$ cat src/hdl/txn_timestamp_watermark_manager_core_macros.svh
// Assertion macros for the timestamp watermark manager core.
`ifndef TXN_TIMESTAMP_WATERMARK_MANAGER_CORE_MACROS_SVH
`define TXN_TIMESTAMP_WATERMARK_MANAGER_CORE_MACROS_SVH

// Consequent must hold in the same cycle as the antecedent.
`define TTWM_ASSERT_SAME(lbl, ante, cons, msg) \
    lbl: assert property (@(posedge i_clk) disable iff (!i_rst_n) (ante) |-> (cons)) \
        else $error(msg);

// Consequent must hold in the cycle after the antecedent.
`define TTWM_ASSERT_NEXT(lbl, ante, cons, msg) \
    lbl: assert property (@(posedge i_clk) disable iff (!i_rst_n) (ante) |=> (cons)) \
        else $error(msg);

`endif

$ cat src/hdl/ttwm_pkg.sv
// Shared types and constants of the timestamp watermark manager.
package ttwm_pkg;

    // Default number of thread table entries.
    localparam int unsigned MAX_THREADS_DEF = 64;
    // Thread ids are six bits wide, so no more entries are ever written.
    localparam int unsigned TID_SPAN = 64;

    localparam logic [63:0] IDLE_TS = '1;

    localparam int unsigned CFG_IDX_W  = 3;
    localparam int unsigned CFG_DATA_W = 32;

    // Request kinds.
    localparam logic [1:0] KIND_ALLOC   = 2'd0;
    localparam logic [1:0] KIND_PUBLISH = 2'd1;
    localparam logic [1:0] KIND_QUERY   = 2'd2;

    // Timestamp sources.
    localparam logic [1:0] TS_PRE_INC     = 2'd0;
    localparam logic [1:0] TS_FETCH_ONE   = 2'd1;
    localparam logic [1:0] TS_FETCH_BATCH = 2'd2;
    localparam logic [1:0] TS_NOW_SCALED  = 2'd3;

    // Configuration register indexes.
    localparam logic [CFG_IDX_W-1:0] CFG_TS_MODE      = 3'd0;
    localparam logic [CFG_IDX_W-1:0] CFG_BATCH_SIZE   = 3'd1;
    localparam logic [CFG_IDX_W-1:0] CFG_THREAD_COUNT = 3'd2;
    localparam logic [CFG_IDX_W-1:0] CFG_RECOVER_MODE = 3'd3;
    localparam logic [CFG_IDX_W-1:0] CFG_LOGGER_COUNT = 3'd4;
    localparam logic [CFG_IDX_W-1:0] CFG_MIN_INTERVAL = 3'd5;

    typedef enum logic [1:0] {
        ST_IDLE,
        ST_MUL,
        ST_PUB,
        ST_SCAN
    } t_state;

    // Input word.
    typedef struct packed {
        logic [1:0]  kind;
        logic [5:0]  thr_idx;
        logic [63:0] ts_value;
        logic [63:0] now;
    } t_req;

    // Result word.
    typedef struct packed {
        logic [63:0] result_value;
        logic        order_error;
    } t_rsp;

    // Status of the minimum scan unit.
    typedef struct packed {
        logic rd_en;
        logic done;
    } t_scan_st;

endpackage

$ cat src/hdl/ttwm_min_scan.sv
// Minimum scan unit: walks the table one entry per cycle.
module ttwm_min_scan
    import ttwm_pkg::*;
#(
    parameter int unsigned CNT_W  = 7,
    parameter int unsigned ADDR_W = 6
) (
    input  logic              i_clk,
    input  logic              i_rst_n,
    input  logic              i_start,
    input  logic [CNT_W-1:0]  i_limit,
    input  logic [63:0]       i_rd_data,
    output t_scan_st          o_st,
    output logic [ADDR_W-1:0] o_rd_addr,
    output logic [63:0]       o_min
);

    logic             r_act;
    logic             r_pend;
    logic [CNT_W-1:0] r_idx;
    logic [CNT_W-1:0] r_lim;
    logic [63:0]      r_min;

    logic             n_act;
    logic             n_pend;
    logic [CNT_W-1:0] n_idx;
    logic [63:0]      n_min;

    // Issue one read per cycle and fold in the data of the previous read.
    always_comb begin
        n_act      = r_act;
        n_pend     = 1'b0;
        n_idx      = r_idx;
        n_min      = r_min;
        o_st.rd_en = 1'b0;
        o_st.done  = 1'b0;
        if (r_act) begin
            if (r_pend && (i_rd_data < r_min)) begin
                n_min = i_rd_data;
            end
            if (r_idx < r_lim) begin
                o_st.rd_en = 1'b1;
                n_idx      = r_idx + CNT_W'(1);
                n_pend     = 1'b1;
            end else if (!r_pend) begin
                o_st.done = 1'b1;
                n_act     = 1'b0;
            end
        end
    end

    always_ff @(posedge i_clk) begin
        if (!i_rst_n) begin
            r_act  <= 1'b0;
            r_pend <= 1'b0;
        end else if (i_start) begin
            r_act  <= 1'b1;
            r_pend <= 1'b0;
        end else begin
            r_act  <= n_act;
            r_pend <= n_pend;
        end
    end

    always_ff @(posedge i_clk) begin
        if (i_start) begin
            r_idx <= '0;
            r_lim <= i_limit;
            r_min <= IDLE_TS;
        end else begin
            r_idx <= n_idx;
            r_min <= n_min;
        end
    end

    assign o_rd_addr = r_idx[ADDR_W-1:0];
    assign o_min     = r_min;

endmodule

$ cat config.mk
export PLATFORM = sky130hd
export DESIGN_NAME = ttwm_min_scan
export DESIGN_NICKNAME = d
export VERILOG_FILES = /design/src/hdl/txn_timestamp_watermark_manager_core_macros.svh /design/src/hdl/ttwm_pkg.sv /design/src/hdl/ttwm_min_scan.sv
export SDC_FILE = /design/constraint.sdc
export NUM_CORES = 1
export LEC_CHECK = 0
export ABC_AREA = 1
export BUFFER_PORTS_ARGS = -buffer_cell sky130_fd_sc_hd__buf_2
export CAP_MARGIN = 20
export CORE_ASPECT_RATIO = 1.5
export CORE_MARGIN = 8
export CORE_UTILIZATION = 35
export DETAILED_ROUTE_END_ITERATION = 16
export PLACE_DENSITY = 0.56
export SLEW_MARGIN = 20
export SYNTH_ARGS = -nofsm -noshare
export SYNTH_HDL_FRONTEND = slang
export SYNTH_SLANG_ARGS = --single-unit
$ cat constraint.sdc
create_clock -name i_clk -period 2.8 [get_ports i_clk]
set_input_delay 0.56 -clock i_clk [delete_from_list [all_inputs] [get_ports i_clk]]
set_output_delay 0.56 -clock i_clk [all_outputs]
set_load 0.005 [all_outputs]
======== Word level (Yosys, flattened, before mapping) ========
Cells that the tools add are included.
word-level totals
  register bits ........................... 80
  output and inout port bits .............. 72
  word-level logic and storage cells ...... 22
operators by class
  add/sub/neg operators ................... 1
  $lt $le $gt $ge ......................... 2
  muxes and demuxes ....................... 8
  bitwise operators ....................... 2
  reduce and logical (&&, ||, !) cells .... 4
operators by type and width
  cell                                                           count
  64-bit < comparator                                            1
  7-bit by 1-bit adder with 7-bit output, second input constant  1
  7-bit < comparator                                             1
  1-bit two-way mux                                              7
  2-bit AND reduction                                            2
  3-bit OR reduction                                             1
  2-bit two-way mux                                              1
  1-bit inverter                                                 2
  1-bit logical AND                                              1

======== Logic depth before layout (Yosys ltp) ========
  depth after elaboration ................. 4
  depth in mapped cells ................... 18
  mapped depth without buffers ............ 17

======== Worst setup path after synthesis ========
Ideal clock, no wire load.
  kind .................................... input port to flip-flop
  start ................................... in i_rd_data[61]
  end ..................................... reg r_min[53], in the netlist o_min[53]
  setup time .............................. 0.132 ns
  data arrival time ....................... 1.976 ns
  data required time ...................... 2.668 ns
  setup slack ............................. 0.692 ns
  stages .................................. 11
  path buffers ............................ 1
  cells stage by stage .................... ha_1 -> a21o_1 -> nand2_1 -> nand3_1 -> nor2_1 -> nand2_1 -> a21oi_2 -> nand4_4 -> buf_12 -> nand2_2 -> nand3_2
between the ends
  longest elaborated chain between the ends .. 3
ends and longest elaborated chain
  item                           line                 source
  from (decl)                    ttwm_min_scan.sv:12  input logic [63:0] i_rd_data,
  64-bit < comparator            ttwm_min_scan.sv:38  if (r_pend && (i_rd_data < r_min)) begin
  1-bit logical AND              ttwm_min_scan.sv:38
  2-bit AND reduction (no line)  -
  to (signal assigned)           ttwm_min_scan.sv:72  r_min <= n_min;
  to (decl)                      ttwm_min_scan.sv:22  logic [63:0] r_min;
No other way between the ends.
A chain may end at the register's enable or synchronous reset.

==> flow_summary.ini <==
[outcome]
status = completed

[power]
leakagePower_nw = 3.598
power_density_nw_per_um2 = 444.4
p_sw_frac = 0.2508
p_sw_w = 0.0006746
internal_power_w = 0.002015
p_clk_frac = 0.432
seqPwrFrac = 0.452
comb_power_share = 0.116
vdd_ir_drop_max_uv = 246.9

[synth]
synth_cell_types = 31
ys_seq_elements = 80
ys.flop_type = dfxtp_1
syn_area_um2 = 4905
yosysTopAreaCell = dfxtp_1
synth_area_leaders = dfxtp_1, ha_1, nand3_1
synth_fp_nets = 790
seq_area_frac_synth = 0.3408
async_reset_ff_frac = 0
synth.most_common_cell = nand3_1
synth_top_area_frac = 0.2980
postSynthCellCount = 646
ys_warn_count = 0
synth_edf_count = 7
ys_top_cells_by_count = nand3_1, nand2_1, inv_1
syn_avg_cell_area_um2 = 7.592

[clock_tree]
cts_buffers = 9
clock_latency_ns = 0.34
holdBufCountCts = 0
cts_setup_buffers = 0
root_buffer = clkbuf_16
clockBufferDepth = 2
clkSinkCount = 80
cts_htree_levels = 3
post_cts_resized = 0
cts.clk_slew.worst_paths_ns = 0.06
cts_tree = done

[detailed_routing]
wl_um = 13870
drc = 0
vias_per_cell = 4.949
vias = 4692
drt_iter0_markers = 252
dr.pass1.iters = 4
antenna_left = 0
wl_per_cell_um = 14.64

[timing]
fin_crit_ns = 2.449
tns_ns = 0
rsz0062_at_grt = false
hold_violations = 0
max_freq_mhz = 408.3
setup_ws_ns = 0.3508
finalCritPeriodShare = 0.8747
setup_violations = 0
slew_headroom = 0.7333
slew_violations = 0
tightest_slew_ns = 0.3982
skew_ns = 0.01063

[final_layout]
drive_gt1_frac = 0.2529
syn2layout_area_growth_pct = 23.39
num-nets-final = 922
n_fill_cell = 1424
antenna_cells = 0
register_area_um2 = 1672
multiInputGateArea_um2 = 2654

[floorplanning]
start_util = 0.3539
die_x_um = 112.7
dieHeight_um = 161.0
io_pins = 146
rows = 53
core_area_um2 = 13860
die-area_um2 = 18140

[worst_hold_path]
hp-class = in2reg

[grt]
grt_pass1_wl_um = 23140
gr-usage-all-layers = 0.1561
grt-ovfl-total = 0
antenna_found_initial = 0
grt_pass1_vias = 4825
grt_max_degree = 69

[place]
post-place-ws_ns = 0.2063
post-dp-hpwl_um = 10960
numPortBuffers = 145
gp_congestion = 0.8028

[setup_path]
arrival_ns = 1.89
crit_path_end_kind = output pin
cp_data_required_time_ns = 2.24
cp-start-kind = register
cp_max_fo = 8
critPathKind = reg2out

[flow_run]
drv_cap = 0
-- kinds of logic (layout without fill, tap and decap cells) --
logic type      count (synthesis)  after routing  synth area share
simple gates                  308            308            0.3005
buf+inv                       132            269            0.1199
flops                          80             80            0.3408
fa+ha+maj                      70             70            0.1786
compound gates                 56             56           0.06021
-- power groups by stage --
stage          registers, W  logic, W  clock network, W
6_report            0.00122  0.000311           0.00116
5_1_grt             0.00122  0.000358           0.00126
4_1_cts             0.00122  0.000318           0.00120
3_5_place_dp        0.00124  0.000316                 0
3_3_place_gp        0.00124  0.000305                 0
2_1_floorplan       0.00124  0.000170                 0
-- sequential cells by signal, summed over array words and instances (netlist names) --
register	flops
r_act	1
r_idx	7
r_pend	1
r_lim	7
o_min	64
-- critical path, cell delays in order (launching register included) --
cell and delay (ns):
dfxtp_1 0.34, ha_1 0.31, a21oi_1 0.15, nand2_1 0.09
nand4_1 0.08, o211ai_1 0.12, nor2_2 0.28, buf_2 0.18
-- final timing paths --
check | to | slack [ns] | startpoint | cells past startpoint
setup / recovery | o_st[1] | 0.35 | r_idx[2] | 7
hold / removal | r_lim[2] | 0.40 | i_limit[2] | 1
setup reg to reg | o_min[29] | 0.53 | o_min[63] | 13
hold reg to reg | r_idx[6] | 0.49 | r_idx[6] | 2
-- area by class of cell --
| cell class | count | area share |
|---|---|---|
| flip-flops and latches | 80 | 0.2762 |
| clock inverters | 6 | 0.01116 |
| multi-input cells | 434 | 0.4385 |
| repair buffers | 153 | 0.1402 |
| well taps | 165 | 0.03411 |
| inverters | 100 | 0.06202 |
| clock buffers | 10 | 0.03783 |
-- through the flow --
stage / cells / power, W / utilization / instance area (um2) / hold slack [ns]
floorplan: 646 / 0.001407 / - / 4905 / 0.4435
global placement: 932 / 0.001546 / 0.4153 / 5756 / 0.4711
detailed placement: 932 / 0.001556 / 0.4153 / 5756 / 0.4697
CTS: 948 / 0.002735 / 0.4367 / 6052 / 0.3838
global route: 948 / 0.002834 / 0.4367 / 6052 / 0.3786
finish: 948 / 0.002690 / 0.4367 / 6052 / 0.3985
-- cells in the final DEF (no fill, tap or decap), types with 5 or more instances in the layout --
cell / netlist / final
buf_2: 13 / 145
nand3_1: 131 / 131
nand2_1: 115 / 115
inv_1: 98 / 98
dfxtp_1: 73 / 73
ha_1: 70 / 70
a21oi_1: 39 / 39
nor2_1: 16 / 16
nand2_2: 14 / 14
nor3_1: 12 / 12
o21ai_0: 10 / 10
clkbuf_16: 0 / 9
nand3_2: 7 / 7
edfxtp_1: 7 / 7
nand4_1: 5 / 5
buf_12: 1 / 5
-- metal layers --
layer / vias up / global-route usage / part of all wire
li1: 2395 / - / -
met5: - / 0 / 0
met3: 18 / 0.03812 / 0.058
met2: 131 / 0.2857 / 0.51
met1: 2148 / 0.1697 / 0.41
met4: 0 / 0.05422 / 0.017
No activity file was read; power rests on OpenSTA's default activity.
