$ cat config.mk
export PLATFORM = sky130hd
export DESIGN_NAME = ttwm_table_mem
export DESIGN_NICKNAME = d
export VERILOG_FILES = /design/src/hdl/txn_timestamp_watermark_manager_core_macros.svh /design/src/hdl/ttwm_pkg.sv /design/src/hdl/ttwm_table_mem.sv
export SDC_FILE = /design/constraint.sdc
export NUM_CORES = 2
export LEC_CHECK = 0
export BUFFER_PORTS_ARGS = -buffer_cell sky130_fd_sc_hd__buf_2
export CAP_MARGIN = 20
export CORE_MARGIN = 2
export CORE_UTILIZATION = 50
export CTS_BUF_LIST = sky130_fd_sc_hd__clkbuf_4
export DETAILED_ROUTE_END_ITERATION = 8
export PLACE_DENSITY = 0.65
export SLEW_MARGIN = 20
export SYNTH_ARGS = -nofsm -noshare
export SYNTH_HDL_FRONTEND = slang
export SYNTH_SLANG_ARGS = --single-unit
$ cat constraint.sdc
create_clock -name i_clk -period 10.42 [get_ports i_clk]
set_clock_uncertainty 0.15 [all_clocks]
set_input_delay 1.042 -clock i_clk [delete_from_list [all_inputs] [get_ports i_clk]]
set_output_delay 1.042 -clock i_clk [all_outputs]
set_load 0.1 [all_outputs]
$ cat src/hdl/txn_timestamp_watermark_manager_core_macros.svh
// Assertion macros for the timestamp watermark manager core.
`ifndef TXN_TIMESTAMP_WATERMARK_MANAGER_CORE_MACROS_SVH
`define TXN_TIMESTAMP_WATERMARK_MANAGER_CORE_MACROS_SVH

// Consequent must hold in the same cycle as the antecedent.
`define TTWM_ASSERT_SAME(lbl, ante, cons, msg) \
    lbl: assert property (@(posedge i_clk) disable iff (!i_rst_n) (ante) |-> (cons)) \
        else $error(msg);

// Consequent must hold in the cycle after the antecedent.
`define TTWM_ASSERT_NEXT(lbl, ante, cons, msg) \
    lbl: assert property (@(posedge i_clk) disable iff (!i_rst_n) (ante) |=> (cons)) \
        else $error(msg);

`endif

$ cat src/hdl/ttwm_pkg.sv
// Shared types and constants of the timestamp watermark manager.
package ttwm_pkg;

    // Default number of thread table entries.
    localparam int unsigned MAX_THREADS_DEF = 64;
    // Thread ids are six bits wide, so no more entries are ever written.
    localparam int unsigned TID_SPAN = 64;

    localparam logic [63:0] IDLE_TS = '1;

    localparam int unsigned CFG_IDX_W  = 3;
    localparam int unsigned CFG_DATA_W = 32;

    // Request kinds.
    localparam logic [1:0] KIND_ALLOC   = 2'd0;
    localparam logic [1:0] KIND_PUBLISH = 2'd1;
    localparam logic [1:0] KIND_QUERY   = 2'd2;

    // Timestamp sources.
    localparam logic [1:0] TS_PRE_INC     = 2'd0;
    localparam logic [1:0] TS_FETCH_ONE   = 2'd1;
    localparam logic [1:0] TS_FETCH_BATCH = 2'd2;
    localparam logic [1:0] TS_NOW_SCALED  = 2'd3;

    // Configuration register indexes.
    localparam logic [CFG_IDX_W-1:0] CFG_TS_MODE      = 3'd0;
    localparam logic [CFG_IDX_W-1:0] CFG_BATCH_SIZE   = 3'd1;
    localparam logic [CFG_IDX_W-1:0] CFG_THREAD_COUNT = 3'd2;
    localparam logic [CFG_IDX_W-1:0] CFG_RECOVER_MODE = 3'd3;
    localparam logic [CFG_IDX_W-1:0] CFG_LOGGER_COUNT = 3'd4;
    localparam logic [CFG_IDX_W-1:0] CFG_MIN_INTERVAL = 3'd5;

    typedef enum logic [1:0] {
        ST_IDLE,
        ST_MUL,
        ST_PUB,
        ST_SCAN
    } t_state;

    // Input word.
    typedef struct packed {
        logic [1:0]  kind;
        logic [5:0]  thr_idx;
        logic [63:0] ts_value;
        logic [63:0] now;
    } t_req;

    // Result word.
    typedef struct packed {
        logic [63:0] result_value;
        logic        order_error;
    } t_rsp;

    // Status of the minimum scan unit.
    typedef struct packed {
        logic rd_en;
        logic done;
    } t_scan_st;

endpackage

$ cat src/hdl/ttwm_table_mem.sv
// Thread timestamp table: synchronous memory with per-entry valid bits.
module ttwm_table_mem
    import ttwm_pkg::*;
#(
    parameter int unsigned DEPTH  = 64,
    parameter int unsigned ADDR_W = 6
) (
    input  logic              i_clk,
    input  logic              i_rst_n,
    input  logic              i_we,
    input  logic [ADDR_W-1:0] i_waddr,
    input  logic [63:0]       i_wdata,
    input  logic              i_re,
    input  logic [ADDR_W-1:0] i_raddr,
    output logic [63:0]       o_rdata
);

    logic [63:0]      r_mem [DEPTH];
    logic [DEPTH-1:0] r_vld;
    logic [63:0]      r_rdata;
    logic             r_rvld;

    // Storage array with one write and one registered read port.
    always_ff @(posedge i_clk) begin
        if (i_we) begin
            r_mem[i_waddr] <= i_wdata;
        end
        if (i_re) begin
            r_rdata <= r_mem[i_raddr];
        end
    end

    // Valid bits make never-written entries read as idle after reset.
    always_ff @(posedge i_clk) begin
        if (!i_rst_n) begin
            r_vld  <= '0;
            r_rvld <= 1'b0;
        end else begin
            if (i_we) begin
                r_vld[i_waddr] <= 1'b1;
            end
            if (i_re) begin
                r_rvld <= r_vld[i_raddr];
            end
        end
    end

    assign o_rdata = r_rvld ? r_rdata : IDLE_TS;

endmodule

After elaboration in Yosys (flattened, before gate mapping)
Memories as Yosys holds them, arrays and structs flattened. A register that Yosys moved wholly into a read port is not among the register bits.
Index checks and enable logic that the tools add are counted.
{"block": "op_classes", "add_sub_neg": 0, "n_mul": 0, "n_div": 0, "magnitude_cmp": 3, "eq_ne": 0, "shifts": 0, "n_mux": 7, "n_bitwise": 1, "reduce_logical": 1}
{"op": "64-bit 2-to-1 mux", "count": 1}
{"op": "64-bit OR", "count": 1}
{"op": "6-bit by 7-bit < comparator with 1-bit output (second input constant)", "count": 2}
{"op": "1-bit binary-select mux with 6-bit select", "count": 1}
{"op": "1-bit demux with 6-bit select", "count": 1}
{"op": "6-bit by 1-bit greater-or-equal comparator with 1-bit output (second input constant)", "count": 1}
{"op": "1-bit 2-to-1 mux", "count": 4}
{"op": "1-bit logical AND", "count": 1}
{"block": "totals", "reg_bits": 65, "latch_bits": 0, "mem_bits_rw": 4096, "rom_bits": 0, "inputBits": 80, "out_inout_bits": 64, "memories": 1}
{"name": "r_mem", "words": 64, "word_bits": 64, "read_ports": 1, "rd_clocked_by_memory_dff": 1, "wr": 1, "line": "ttwm_table_mem.sv:18", "rtl": "logic [63:0] r_mem [DEPTH];"}

Longest topological paths before layout
{"block": "depth", "word_depth": 5, "ltp_mapped": 10}

Least setup slack after synthesis
No wires, ideal clock.
{"block": "synth_path", "kind": "input-to-reg", "from": "input i_we", "to": "memory r_mem[40][0] (enable)", "setup_time_ns": 0.567, "t_arrival_ns": 5.922, "slack_ns": 3.781, "stages": 3, "n_path_buf": 0, "cell_sequence": "nor2b_1 -> nand3_1 -> nor3_1"}
{"block": "synth_between", "elab_chain_cells": 2}
{"item": "from (decl)", "line": "ttwm_table_mem.sv:10", "rtl": "input logic i_we,"}
{"item": "1-bit 2-to-1 mux", "line": "ttwm_table_mem.sv:25", "rtl": "if (i_we) begin"}
{"item": "1-bit 2-to-1 mux (implied by the code)", "line": "ttwm_table_mem.sv:26", "rtl": "r_mem[i_waddr] <= i_wdata;"}
{"item": "to (decl)", "line": "ttwm_table_mem.sv:18"}
No other way between the ends.

Worst setup path in the final report
{"block": "layout_path", "from": "register r_rvld", "to": "output o_rdata[44]"}
{"block": "layout_between", "elab_chain_cells": 1}
{"item": "from (decl)", "line": "ttwm_table_mem.sv:21", "rtl": "logic r_rvld;"}
{"item": "from (signal assigned)", "line": "ttwm_table_mem.sv:43", "rtl": "r_rvld <= r_vld[i_raddr];"}
{"item": "64-bit 2-to-1 mux", "line": "ttwm_table_mem.sv:48", "rtl": "assign o_rdata = r_rvld ? r_rdata : IDLE_TS;"}
{"item": "to (decl)", "line": "ttwm_table_mem.sv:15", "rtl": "output logic [63:0] o_rdata"}
No other way between the ends.

==> flow_metrics.tcl <==
set metrics [dict create \
    routabilityCongestion 0.767 \
    status "completed" \
    max_slew_margin_pct 2.88 \
    wl_per_cell_um 35.2 \
    peakVddDrop_uv 111 \
    synth_top_area_share_pct 78.3 \
    rrSetupSlack_ns 7.81 \
    dieArea_um2 324000 \
    top_level_ports 144 \
    first_iter_violations 10830 \
    antenna_found_initial 36 \
    dp.cells 10501 \
    io_buffers 143 \
    period_share_pct 44.7 \
    worstMarginPinSlew_ns 1.46 \
    tns_ns 0 \
    cts_resized 0 \
    syn_to_final_growth_pct 13.0 \
    dp_hpwl_um 217000 \
    grtUsageTotal_pct 27.3 \
    drv_slew 0 \
    hold_viol 0 \
    hold_path_end "r_rvld$_SDFFE_PN0P_" \
    cts_tree "yes" \
    numCtsBuffers 1134 \
    vias_per_cell 6.44 \
    cts.sinks 4225 \
    rows 207 \
    yosysSeqAreaShare_pct 79.1 \
    power_mw 34.2 \
    die_y_um 569 \
    die_w_um 569 \
    core_um2 318000 \
    r2r_end "r_rdata[2]$_DFFE_PP_" \
    synth_cells 6320 \
    htreeDepth 7 \
    ys_top_cells_by_area "edfxtp_1, mux4_2, dfxtp_1" \
    synth_area_um2 160000 \
    cp_max_fo 41 \
    synth_ff_type "edfxtp_1" \
    final_nets 7612 \
    drv_cap 0 \
    ys_async_sr_fraction_pct 0 \
    root_buffer "clkbuf_4" \
    postCtsSetupBuffers 0 \
    hold_depth 5 \
    ys.warnings.count 0 \
    reg2reg_depth 4 \
    initial_utilization_pct 50.2 \
    ys_seq_elements 4225 \
    rr_startpoint "r_mem[48][2]$_DFFE_PP_" \
    cts_hold_buf 70 \
    num_vias 79757 \
    min_period_ns 4.66 \
    crit_arrival_ns 3.47 \
    synth_fp_nets 6400 \
    placed_area_um2 166000 \
    crit_type "reg2out" \
    clock_path_buffers 5 \
    startpoint_type "flop" \
    clk_latency_ns 1.65 \
    synth_top_area_cell "edfxtp_1" \
    hp-class "in2reg" \
    synth.distinct_cells 30 \
    layout_common_cells "edfxtp_1, clkbuf_4, mux4_2" \
    wirelength_um 435000 \
    first_global_vias 81318 \
    clk_pin_slew_worst_paths_ns 0.06 \
    setup_viol 0 \
    p_leak_nw 57.1 \
    remaining_drc_errors 0 \
    cp.required_ns 9.23 \
    rsz0062_at_grt "false" \
    power.density_nw_per_um2 190 \
    whs_ns 0.176 \
    stdcell_area_um2 180000 \
    min_from "i_raddr[3]" \
    crit_path_end_kind "output pin" \
    grt.overflow.total 0 \
    instances_no_fill 12387 \
    fmax_ghz 0.215 \
    synth_edf_count 4160 \
    grt_max_degree 140 \
    drtAntennaViolNets 0 \
    drtPass1Iterations 6 \
    drive_above_1_share_pct 40.9 \
    grt_pass1_wl_um 607000 \
    final_common_cell "edfxtp_1" \
    syn_avg_cell_area_um2 25.2 \
]
[synthesized netlist by cell type (10+ instances only)]
cell      instances
nand2_1          72
mux4_2         1290
dfxtp_1          65
nor2b_1          16
nand2b_1         74
clkbuf_1        192
buf_2           107
buf_1            36
nand3_1          10
o21a_1           64
edfxtp_1       4160
nor2_1           64
a22oi_1         131
[registers in the layout, summed over array words and instances (netlist names)]
signal	count
r_mem	4096
r_rdata	64
r_rvld	1
r_vld	64
[layout make-up]
type                       instances  area, µm²
antenna                           32       80.1
tap                             4180       5230
sequential                      4225     126000
fill                           23262     137000
clock inverter                   208       1260
timing repair buffer             417       3400
clock buffer                    1571      11800
multi-input combinational       1754      32400
[per-stage QoR]
step / setup slack (ns) / utilization [%]
finish: 5.76 / 56.8
CTS: 5.56 / 56.7
global route: 5.60 / 56.7
global placement: 5.14 / 52.3
floorplan: 3.78 / -
detailed placement: 5.13 / 52.4
[critical path, stage by stage (launching register included)]
cell,delay [ns]
dfxtp_4,0.92
buf_4,0.43
nand2b_1,0.15
buf_2,0.32
[cell families after synthesis]
| kind of cell | after synthesis | synth area share [%] |
|---|---|---|
| DFF | 4225 | 79.1 |
| buffers and inverters | 341 | 0.907 |
| muxes | 1296 | 18.2 |
| and+or+nand+nor | 248 | 0.749 |
| AOI/OAI and AO/OA | 210 | 0.989 |
[power breakdown]
| group | internal, mW | total [mW] | switching, mW | leakage (nW) |
|---|---|---|---|---|
| logic | 0.645 | 1.62 | 0.976 | 11.2 |
| registers | 18.8 | 18.9 | 0.0720 | 38.0 |
| clock network | 7.30 | 13.7 | 6.39 | 7.88 |
[worst max path at each step]
stage	to	cells after the start	slack, ns	start
global placement	r_rdata[6]$_DFFE_PP_	7	5.14	i_raddr[0]
floorplan	r_mem[40][0]$_DFFE_PP_	3	3.78	i_we
finish	o_rdata[44]	3	5.76	r_rvld$_SDFFE_PN0P_
CTS	o_rdata[44]	3	5.56	r_rvld$_SDFFE_PN0P_
global route	o_rdata[44]	3	5.60	r_rvld$_SDFFE_PN0P_
detailed placement	r_rdata[6]$_DFFE_PP_	7	5.13	i_raddr[0]
[layer usage]
metal,track usage [%],up-vias,wire (µm)
met5,0,-,54
met3,5.27,769,41000
li1,-,30720,-
met4,10.6,8,12800
met1,37.9,43330,167000
met2,43.2,4930,214000
(Power assumes the default switching activity.)
